**src/rtl/core/bao_pkg.sv**
```systemverilog
// ----------------------------------------------------------------------------
// bao_pkg
// Shared constants, register indexes and the lane status type of the
// burst-average overcurrent trip block.
// ----------------------------------------------------------------------------
package bao_pkg;

	// defaults for the top-level parameters
	localparam int MAX_SAMPLES_DEF       = 64;
	localparam int SAMPLE_BITS_DEF       = 12;
	localparam int HAS_SECOND_OUTPUT_DEF = 1;

	// fixed field widths
	localparam int SCALE_W    = 24;
	localparam int CURRENT_W  = 16;
	localparam int CFG_IDX_W  = 2;
	localparam int CFG_DATA_W = 24;

	// register indexes
	localparam logic [CFG_IDX_W-1:0] REG_SCALE     = 2'd0;
	localparam logic [CFG_IDX_W-1:0] REG_THRESHOLD = 2'd1;

	// register reset values
	localparam logic [SCALE_W-1:0]   SCALE_RST     = 24'd65536;
	localparam logic [CURRENT_W-1:0] THRESHOLD_RST = 16'hFFFF;

	localparam logic [CURRENT_W-1:0] CURRENT_SAT = 16'hFFFF;

	// what one lane reports to the merging stage
	typedef struct packed {
		logic                 done;
		logic [CURRENT_W-1:0] current_ma;
	} lane_status_t;

endpackage

```
**src/rtl/core/bao_lane.sv**
```systemverilog
// ----------------------------------------------------------------------------
// bao_lane
// One channel: accumulates good samples of a burst, then divides the sum by
// the count one quotient bit per cycle, scales to milliamps and holds it.
// ----------------------------------------------------------------------------
module bao_lane import bao_pkg::*; #(
	parameter int MAX_SAMPLES = MAX_SAMPLES_DEF,
	parameter int SAMPLE_BITS = SAMPLE_BITS_DEF
) (
	input  logic                   clk,
	input  logic                   arst_n,
	input  logic                   acc_en,
	input  logic [SAMPLE_BITS-1:0] sample,
	input  logic                   err,
	input  logic                   start,
	input  logic [SCALE_W-1:0]     scale,
	output lane_status_t           status
);

	localparam int SUM_W  = SAMPLE_BITS + $clog2(MAX_SAMPLES);
	localparam int CNT_W  = $clog2(MAX_SAMPLES + 1);
	localparam int STEP_W = $clog2(SUM_W);
	localparam int PROD_W = SAMPLE_BITS + SCALE_W;

	localparam logic [1:0] ST_IDLE = 2'd0;
	localparam logic [1:0] ST_DIV  = 2'd1;
	localparam logic [1:0] ST_MUL  = 2'd2;
	localparam logic [1:0] ST_RND  = 2'd3;

	logic [1:0]           state_q;
	logic [SUM_W-1:0]     sum_q;
	logic [CNT_W-1:0]     cnt_q;
	logic [SUM_W-1:0]     quo_q;
	logic [CNT_W-1:0]     rem_q;
	logic [CNT_W-1:0]     div_q;
	logic [STEP_W-1:0]    step_q;
	logic [PROD_W-1:0]    prod_q;
	logic [CURRENT_W-1:0] held_q;
	logic                 done_q;

	logic [CNT_W:0]    trial;
	logic [CNT_W:0]    trial_sub;
	logic              fits;
	logic [PROD_W:0]   rounded;
	logic              ovf;

	// restoring divide step
	assign trial     = {rem_q, quo_q[SUM_W-1]};
	assign trial_sub = trial - {1'b0, div_q};
	assign fits      = trial >= {1'b0, div_q};

	assign rounded = {1'b0, prod_q} + (PROD_W+1)'(32768);
	assign ovf     = |rounded[PROD_W:32];

	always_ff @(posedge clk or negedge arst_n) begin
		if (!arst_n) begin
			state_q <= ST_IDLE;
			sum_q   <= '0;
			cnt_q   <= '0;
			held_q  <= '0;
			done_q  <= 1'b0;
		end else begin
			case (state_q)
				ST_IDLE: begin
					// empty channel keeps its held current
					done_q <= start && cnt_q == '0;
					if (start) begin
						if (cnt_q != '0) begin
							state_q <= ST_DIV;
						end
						sum_q <= '0;
						cnt_q <= '0;
					end else if (acc_en && !err && cnt_q < CNT_W'(MAX_SAMPLES)) begin
						sum_q <= sum_q + SUM_W'(sample);
						cnt_q <= cnt_q + CNT_W'(1);
					end
				end
				ST_DIV: begin
					done_q <= 1'b0;
					if (step_q == '0) begin
						state_q <= ST_MUL;
					end
				end
				ST_MUL: begin
					done_q  <= 1'b0;
					state_q <= ST_RND;
				end
				ST_RND: begin
					held_q  <= ovf ? CURRENT_SAT : rounded[31:16];
					done_q  <= 1'b1;
					state_q <= ST_IDLE;
				end
				default: begin
					done_q  <= 1'b0;
					state_q <= ST_IDLE;
				end
			endcase
		end
	end

	// datapath registers
	always_ff @(posedge clk) begin
		case (state_q)
			ST_IDLE: begin
				quo_q  <= sum_q;
				rem_q  <= '0;
				div_q  <= cnt_q;
				step_q <= STEP_W'(SUM_W - 1);
			end
			ST_DIV: begin
				quo_q  <= {quo_q[SUM_W-2:0], fits};
				rem_q  <= fits ? trial_sub[CNT_W-1:0] : trial[CNT_W-1:0];
				step_q <= step_q - STEP_W'(1);
			end
			ST_MUL: begin
				// the average never exceeds the largest sample
				prod_q <= PROD_W'(quo_q[SAMPLE_BITS-1:0]) * PROD_W'(scale);
			end
			default: begin
				prod_q <= prod_q;
			end
		endcase
	end

	assign status.done       = done_q;
	assign status.current_ma = held_q;

	assert property (@(posedge clk) disable iff (!arst_n)
		state_q == ST_DIV |-> div_q != '0)
		else $error("divide running with zero count");

	assert property (@(posedge clk) disable iff (!arst_n)
		state_q == ST_RND |=> done_q && state_q == ST_IDLE)
		else $error("lane did not finish after rounding");

endmodule

```
**src/rtl/core/bao_merge.sv**
```systemverilog
// ----------------------------------------------------------------------------
// bao_merge
// Waits for every lane to finish, compares the currents with the trip level
// and loads the output register.
// ----------------------------------------------------------------------------
module bao_merge import bao_pkg::*; #(
	parameter int HAS_SECOND_OUTPUT = HAS_SECOND_OUTPUT_DEF
) (
	input  logic                 clk,
	input  logic                 arst_n,
	input  lane_status_t         lane_a,
	input  lane_status_t         lane_b,
	input  logic [CURRENT_W-1:0] threshold,
	input  logic                 out_stall,
	output logic                 out_valid,
	output logic [CURRENT_W-1:0] current_a_ma,
	output logic [CURRENT_W-1:0] current_b_ma,
	output logic                 trip_a,
	output logic                 trip_b,
	output logic                 emit
);

	logic [1:0] done_q;
	logic [1:0] done_all;
	logic       valid_q;

	assign done_all = done_q | {lane_b.done, lane_a.done};
	assign emit     = (&done_all) && (!valid_q || !out_stall);

	always_ff @(posedge clk or negedge arst_n) begin
		if (!arst_n) begin
			done_q  <= '0;
			valid_q <= 1'b0;
		end else begin
			done_q <= emit ? 2'b00 : done_all;
			if (emit) begin
				valid_q <= 1'b1;
			end else if (!out_stall) begin
				valid_q <= 1'b0;
			end
		end
	end

	always_ff @(posedge clk) begin
		if (emit) begin
			current_a_ma <= lane_a.current_ma;
			trip_a       <= lane_a.current_ma >= threshold;
			if (HAS_SECOND_OUTPUT != 0) begin
				current_b_ma <= lane_b.current_ma;
				trip_b       <= lane_b.current_ma >= threshold;
			end else begin
				current_b_ma <= '0;
				trip_b       <= 1'b0;
			end
		end
	end

	assign out_valid = valid_q;

endmodule

```
**src/rtl/core/burst_average_overcurrent_trip_top.sv**
```systemverilog
// ----------------------------------------------------------------------------
// burst_average_overcurrent_trip_top
// Per-channel burst averaging of ADC scans with milliamp scaling and trip.
// ----------------------------------------------------------------------------
// A scan word without burst_end is taken while in_stall is low and only
// accumulates. A word with burst_end starts the end-of-burst calculation:
// each channel lane divides its sum by its count with a restoring divider,
// one quotient bit per cycle, then multiplies and rounds; when neither
// channel has a good sample in the burst, the lanes skip the divide and
// keep their held currents. in_stall stays high from the start of the
// calculation until the result enters the output register; the output
// register then holds the result while a new burst accumulates. The user
// must write registers only while the block is idle; the block does not enforce this.
module burst_average_overcurrent_trip_top import bao_pkg::*; #(
	parameter int MAX_SAMPLES       = MAX_SAMPLES_DEF,
	parameter int SAMPLE_BITS       = SAMPLE_BITS_DEF,
	parameter int HAS_SECOND_OUTPUT = HAS_SECOND_OUTPUT_DEF
) (
	input  logic                   clk,
	input  logic                   arst_n,
	input  logic                   cfg_we,
	input  logic [CFG_IDX_W-1:0]   cfg_index,
	input  logic [CFG_DATA_W-1:0]  cfg_data,
	input  logic                   in_valid,
	output logic                   in_stall,
	input  logic [SAMPLE_BITS-1:0] sample_a,
	input  logic                   error_a,
	input  logic [SAMPLE_BITS-1:0] sample_b,
	input  logic                   error_b,
	input  logic                   burst_end,
	output logic                   out_valid,
	input  logic                   out_stall,
	output logic [CURRENT_W-1:0]   current_a_ma,
	output logic [CURRENT_W-1:0]   current_b_ma,
	output logic                   trip_a,
	output logic                   trip_b
);

	logic [SCALE_W-1:0]   scale_q;
	logic [CURRENT_W-1:0] threshold_q;
	logic                 busy_q;
	logic                 start_q;
	logic                 accept;
	logic                 emit;
	lane_status_t         lane_a;
	lane_status_t         lane_b;

	assign in_stall = busy_q;
	assign accept   = in_valid && !busy_q;

	always_ff @(posedge clk or negedge arst_n) begin
		if (!arst_n) begin
			scale_q     <= SCALE_RST;
			threshold_q <= THRESHOLD_RST;
		end else if (cfg_we) begin
			case (cfg_index)
				REG_SCALE:     scale_q     <= cfg_data[SCALE_W-1:0];
				REG_THRESHOLD: threshold_q <= cfg_data[CURRENT_W-1:0];
				default:       ;
			endcase
		end
	end

	always_ff @(posedge clk or negedge arst_n) begin
		if (!arst_n) begin
			busy_q  <= 1'b0;
			start_q <= 1'b0;
		end else begin
			start_q <= accept && burst_end;
			if (accept && burst_end) begin
				busy_q <= 1'b1;
			end else if (emit) begin
				busy_q <= 1'b0;
			end
		end
	end

	bao_lane #(
		.MAX_SAMPLES (MAX_SAMPLES),
		.SAMPLE_BITS (SAMPLE_BITS)
	) u_lane_a (
		.clk    (clk),
		.arst_n (arst_n),
		.acc_en (accept),
		.sample (sample_a),
		.err    (error_a),
		.start  (start_q),
		.scale  (scale_q),
		.status (lane_a)
	);

	generate
		if (HAS_SECOND_OUTPUT != 0) begin : g_lane_b
			bao_lane #(
				.MAX_SAMPLES (MAX_SAMPLES),
				.SAMPLE_BITS (SAMPLE_BITS)
			) u_lane_b (
				.clk    (clk),
				.arst_n (arst_n),
				.acc_en (accept),
				.sample (sample_b),
				.err    (error_b),
				.start  (start_q),
				.scale  (scale_q),
				.status (lane_b)
			);
		end else begin : g_no_lane_b
			// absent channel finishes with channel A and reads as zero
			assign lane_b.done       = lane_a.done;
			assign lane_b.current_ma = '0;
		end
	endgenerate

	bao_merge #(
		.HAS_SECOND_OUTPUT (HAS_SECOND_OUTPUT)
	) u_merge (
		.clk          (clk),
		.arst_n       (arst_n),
		.lane_a       (lane_a),
		.lane_b       (lane_b),
		.threshold    (threshold_q),
		.out_stall    (out_stall),
		.out_valid    (out_valid),
		.current_a_ma (current_a_ma),
		.current_b_ma (current_b_ma),
		.trip_a       (trip_a),
		.trip_b       (trip_b),
		.emit         (emit)
	);

	assert property (@(posedge clk) disable iff (!arst_n)
		accept && burst_end |=> busy_q && start_q)
		else $error("end of burst did not start the calculation");

	assert property (@(posedge clk) disable iff (!arst_n)
		emit |-> busy_q && !start_q)
		else $error("result produced outside a calculation");

	assert property (@(posedge clk) disable iff (!arst_n)
		start_q |-> busy_q && !emit)
		else $error("calculation started while idle");

endmodule

```
**config.mk**
```make
export PLATFORM = sky130hd
export DESIGN_NAME = burst_average_overcurrent_trip_top
export DESIGN_NICKNAME = d
export VERILOG_FILES = /design/src/rtl/core/bao_pkg.sv /design/src/rtl/core/bao_lane.sv /design/src/rtl/core/bao_merge.sv /design/src/rtl/core/burst_average_overcurrent_trip_top.sv
export SDC_FILE = /design/constraint.sdc
export NUM_CORES = 2
export LEC_CHECK = 0
export BUFFER_PORTS_ARGS = -buffer_cell sky130_fd_sc_hd__buf_2
export CAP_MARGIN = 20
export CORE_MARGIN = 1
export CORE_UTILIZATION = 36
export CTS_BUF_LIST = sky130_fd_sc_hd__clkbuf_2
export DETAILED_ROUTE_END_ITERATION = 8
export MAX_ROUTING_LAYER = met4
export PLACE_DENSITY = 0.58
export SLEW_MARGIN = 20
export SYNTH_ARGS = -nofsm -noshare
export SYNTH_HDL_FRONTEND = slang
export SYNTH_SLANG_ARGS = --single-unit
```
**constraint.sdc**
```tcl
create_clock -name clk -period 7.05 [get_ports clk]
set_input_delay 0.3525 -clock clk [delete_from_list [all_inputs] [get_ports clk]]
set_output_delay 0.3525 -clock clk [all_outputs]
set_load 0.005 [all_outputs]
```
# After elaboration in Yosys (flattened, before gate mapping)
# Cells that the tools add are included.
dict set report op_classes {
  add_sub_neg 10
  n_mul 2
  order_cmp 6
  eq_ne 14
  mux 33
  bitwise 1
  n_reduce_logical 40
}
# op count
set ops {}
lappend ops {{adder 36 x 16 -> 37 bit, second input constant} 2}
lappend ops {{multiplier 12 x 24 -> 36 bit} 2}
lappend ops {{2-to-1 mux 18 bit} 4}
lappend ops {{one-hot mux 18 bit (2 select lines)} 2}
lappend ops {{2-to-1 mux 7 bit} 6}
lappend ops {{adder 18 x 12 -> 18 bit} 2}
lappend ops {{>= comparator 16 bit} 2}
lappend ops {{2-to-1 mux 16 bit} 2}
lappend ops {{one-hot mux 7 bit (2 select lines)} 2}
lappend ops {{one-hot mux 5 bit (2 select lines)} 2}
lappend ops {{>= comparator 8 x 7 -> 1 bit} 2}
lappend ops {{one-hot mux 2 bit (4 select lines)} 2}
lappend ops {{adder 7 x 1 -> 7 bit, second input constant} 2}
lappend ops {{logical NOT 7 bit} 2}
lappend ops {{< comparator 7 bit, second input constant} 2}
lappend ops {{2-to-1 mux 2 bit} 7}
lappend ops {{nonzero test 7 bit} 2}
lappend ops {{subtractor 7 bit} 2}
lappend ops {{logical NOT 5 bit} 2}
lappend ops {{!= test 2 x 1 -> 1 bit, second input constant} 5}
lappend ops {{AND reduction 2 bit} 5}
lappend ops {{nonzero test 2 bit} 5}
lappend ops {{OR reduction 5 bit} 2}
lappend ops {{subtractor 5 x 1 -> 5 bit, second input constant} 2}
lappend ops {{12 further kinds} 38}
dict set report totals {
  reg_bits 313
  in_bits 58
}

# Longest topological paths before layout
dict set report logic_depth {
  word_depth 6
  mapped_depth 23
}

# Modules after synthesis
# A second synthesis with hierarchy kept.
dict set report unflattened {
  cells_unflattened 3145
  area_unflattened_um2 30923.4
}
# module n_inst cells_per_inst area_each_um2
set modules_own_cells {}
lappend modules_own_cells {{bao_lane (g_lane_b.u_lane_b)} 1 1466 13847.0}
lappend modules_own_cells {{bao_lane (u_lane_a)} 1 1444 13598.0}
lappend modules_own_cells {bao_merge 1 144 1865.5}
lappend modules_own_cells {burst_average_overcurrent_trip_top 1 91 1612.8}

# Least setup slack after synthesis
# Ideal clock, no wire load.
dict set report synth_path {
  path_kind {register -> register}
  start {register g_lane_b.u_lane_b.quo_q[5]}
  end {register g_lane_b.u_lane_b.prod_q[33] (data pin)}
  setup_time_ns 0.263
  t_arrival_ns 5.480
  slack_ns 1.308
  path_stages_with_launch 22
  path_buffers 2
  synth_period_minus_slack_ns 5.742
  cell_sequence {edfxtp_1 > clkbuf_1 > clkbuf_1 > nand2_1 > fa_1 > fa_1 > inv_1 > fa_1 > fa_1 > inv_1 > fa_1 > inv_1 > ha_1 > a21o_1 > a21o_1 > a21oi_1 > a32oi_2 > a31o_4 > a221oi_4 > o22ai_2 > o41ai_2 > xnor2_1}
}
dict set report synth_between {
  elab_chain_len 1
}
# item line
set synth_lines {}
lappend synth_lines {{start, declared} bao_lane.sv:33} ;# logic [SUM_W-1:0] quo_q;
lappend synth_lines {{start signal, assigned} bao_lane.sv:105} ;# quo_q <= sum_q;
lappend synth_lines {{start signal, assigned} bao_lane.sv:111} ;# quo_q <= {quo_q[SUM_W-2:0], fits};
lappend synth_lines {{multiplier 12 x 24 -> 36 bit} bao_lane.sv:117} ;# prod_q <= PROD_W'(quo_q[SAMPLE_BITS-1:0]) * PROD_W'(scale);
lappend synth_lines {{end signal, assigned} bao_lane.sv:117}
lappend synth_lines {{end signal, assigned} bao_lane.sv:120} ;# prod_q <= prod_q;
lappend synth_lines {{end, declared} bao_lane.sv:37} ;# logic [PROD_W-1:0] prod_q;
# Every way passes these cells.
# A chain may end at the register's enable or synchronous reset.

# Final worst setup path
dict set report layout_path {
  start {register g_lane_b.u_lane_b.quo_q[4]}
  end {register g_lane_b.u_lane_b.prod_q[33] (data pin)}
}
# Same word-level chain as after synthesis.

==> impl_metrics.json <==
{
  "status": "completed",
  "finalCriticalPeriod_ns": 6.537,
  "die_x_um": 293.0,
  "fin_ws_ns": 0.5135,
  "area_growth_pct": 12.50,
  "cts_tree": "built",
  "crit_type": "register to register",
  "synth_seq_cells": 283,
  "gp_congestion": 0.8741,
  "whs_ns": 0.1210,
  "h-tree-depth": 3,
  "slew_violations": 0,
  "fmax_mhz": 153.0,
  "nNetsFinal": 4002,
  "num_rows": 106,
  "drc": 0,
  "drive_above_1_share_pct": 12.07,
  "worst_pin_slew_ns": 1.053,
  "cp_data_required_time_ns": 7.87,
  "synth_cell_types": 76,
  "synth_top_area_cell": "fa_1",
  "drtIter0Drc": 1074,
  "ctsResizeCount": 0,
  "synth_top_area_share_pct": 29.02,
  "hold_viol_final": 0,
  "avgSynthCellArea_um2": 9.971,
  "worst-endpoint-arrival_ns": 7.36,
  "relSlewSlack_pct": 29.81,
  "syn_inst": 3058,
  "firstDrtPassIters": 5,
  "die_h_um": 293.0,
  "ant_nets": 0,
  "antenna_found_initial": 4,
  "synth_fp_nets": 3786,
  "cts_buffers": 79,
  "synth_warnings": 0,
  "overflow": 0,
  "cp_max_fo": 25,
  "portBuffers": 93,
  "grt_pass1_wl_mm": 125.9,
  "post-place-ws_ns": 0.6456,
  "core_region_area_um2": 83690,
  "clock_sinks": 283,
  "synthArstFlopShare_pct": 47.00,
  "die_area_um2": 85870,
  "critPathLaunchType": "register",
  "min_period_over_period_pct": 92.72,
  "via_count": 21770,
  "endpoint_kind": "register",
  "rsz0062_at_grt": "false",
  "syn_area_um2": 30490,
  "ys.flop_type": "edfxtp_1",
  "final_cell_mix": "inv_1, nand2_1, fa_1",
  "track_usage_pct": 19.34,
  "nFillCells": 8240,
  "yosysSeqAreaShare_pct": 25.76,
  "maxCapViolCount": 0,
  "tns_ns": 0,
  "skew_ns": 0.1404,
  "hold_buffers": 115,
  "synth-edff-count": 150,
  "wl_per_cell_um": 17.44,
  "num_io_pins": 94,
  "wl_mm": 78.12,
  "via_per_inst": 4.862,
  "dp_hpwl_mm": 59.35,
  "clockRootBuffer": "clkbuf_2",
  "mostFrequentLayoutCell": "inv_1",
  "start_util_pct": 36.44,
  "clkLatencyLatePin_ns": 1.16,
  "cts_buffer_depth": 3,
  "clk_pin_slew_ns": 0.12,
  "first_global_vias": 22490,
  "setup_viol": 0,
  "grt_max_degree": 69,
  "synth_area_leaders": "fa_1, edfxtp_1, dfrtp_1, ha_1, inv_1",
  "min-delay-path-class": "input port to register",
  "postCtsSetupRepairBufs": 0
}
[cells in the mapped netlist (all sizes together) (15+ instances only)]
master and number:
nor2b 22, o21bai 15, o21a 17, nand2 480
clkbuf 129, o21ai 58, inv 535, mux2 75
edfxtp 150, xnor2 63, a21oi 105, dfstp 17
nor2 91, and3 21, nand3 30, fa 442
nand4 24, ha 228, nor3 17, dfrtp 116
xor2 46, a21o 49, and2 167
[metal layers]
metal	GRT usage, %	wire (um)	share of wire (%)
met5	-	0	0
met4	6.487	2207	2.8
met3	2.436	3147	4.0
met2	31.45	38170	49
met1	24.96	34590	44
[state kept, by name (all words and copies together), names as in the netlist, 2 cells and up]
signal and cells:
u_lane_a.held_q 16, g_lane_b.u_lane_b.quo_q 18, scale_q 24, u_lane_a.quo_q 18, u_merge.current_a_ma 16, u_merge.done_q 2, u_lane_a.cnt_q 7, g_lane_b.u_lane_b.prod_q 21
u_lane_a.sum_q 18, g_lane_b.u_lane_b.div_q 7, u_lane_a.div_q 7, u_lane_a.prod_q 21, u_lane_a.state_q 2, g_lane_b.u_lane_b.rem_q 7, u_merge.current_b_ma 16, g_lane_b.u_lane_b.step_q 5
u_lane_a.step_q 5, g_lane_b.u_lane_b.sum_q 18, g_lane_b.u_lane_b.held_q 16, g_lane_b.u_lane_b.state_q 2, g_lane_b.u_lane_b.cnt_q 7, u_lane_a.rem_q 7, threshold_q 16
[kinds of logic after synthesis]
family                     share of synthesized area (%)
adders and majority gates                          38.38
DFF                                                25.76
buffers and inverters                              8.231
AOI/OAI and AO/OA                                  7.423
and+or+nand+nor                                    14.02
muxes                                              3.065
xor gates and xnor gates                           3.131
[per-stage QoR]
step                cells  cell area (um2)  util [%]
floorplan            3058            30490         -
global placement     4212            32340     38.65
detailed placement   4212            32340     38.65
CTS                  4473            34290     40.97
global route         4478            34300     40.99
finish               4478            34300     40.99
[cell type report]
class	count	area (um2)	area share (%)
Antenna cell	5	12.51	0.03648
Clock buffer	113	565.5	1.649
Clock inverter	33	211.5	0.6164
Inverter	535	2008	5.854
Multi-Input combinational cell	2109	20140	58.72
Sequential cell	283	7854	22.90
Tap cell	1134	1419	4.136
Timing Repair Buffer	266	2088	6.088
[worst max-delay path, stage by stage (launching register included)]
cell	delay, ns
edfxtp_1	0.97
nand2_1	0.19
fa_1	0.53
fa_1	0.52
inv_1	0.05
fa_1	0.48
fa_1	0.52
inv_1	0.05
fa_1	0.47
inv_1	0.04
ha_1	0.39
a21oi_2	0.21
o21ai_1	0.10
a2111oi_0	0.47
o21bai_1	0.13
a21o_1	0.23
a221oi_4	0.35
o22ai_2	0.15
o41ai_2	0.26
xnor2_1	0.10
[path summary, 6_finish.rpt]
check | from | end | slack [ns] | cells past startpoint
setup / recovery | g_lane_b.u_lane_b.quo_q[4]$_DFFE_PP_ | g_lane_b.u_lane_b.prod_q[33]$_DFFE_PP_ | 0.51 | 19
max in group asynchronous | arst_n | g_lane_b.u_lane_b.held_q[2]$_DFFE_PN0P_ | 5.64 | 4
setup reg to reg | g_lane_b.u_lane_b.quo_q[4]$_DFFE_PP_ | g_lane_b.u_lane_b.prod_q[33]$_DFFE_PP_ | 0.51 | 19
min in group asynchronous | arst_n | scale_q[16]$_DFFE_PN1P_ | 0.41 | 3
hold reg to reg | g_lane_b.u_lane_b.held_q[0]$_DFFE_PN0P_ | u_merge.current_b_ma[0]$_DFFE_PP_ | 0.46 | 0
hold / removal | cfg_data[10] | threshold_q[10]$_DFFE_PN1P_ | 0.12 | 3
Power is left out: the tool's default activity adds up to more than one toggle a clock period on the data nets, which glitch-free logic cannot reach.
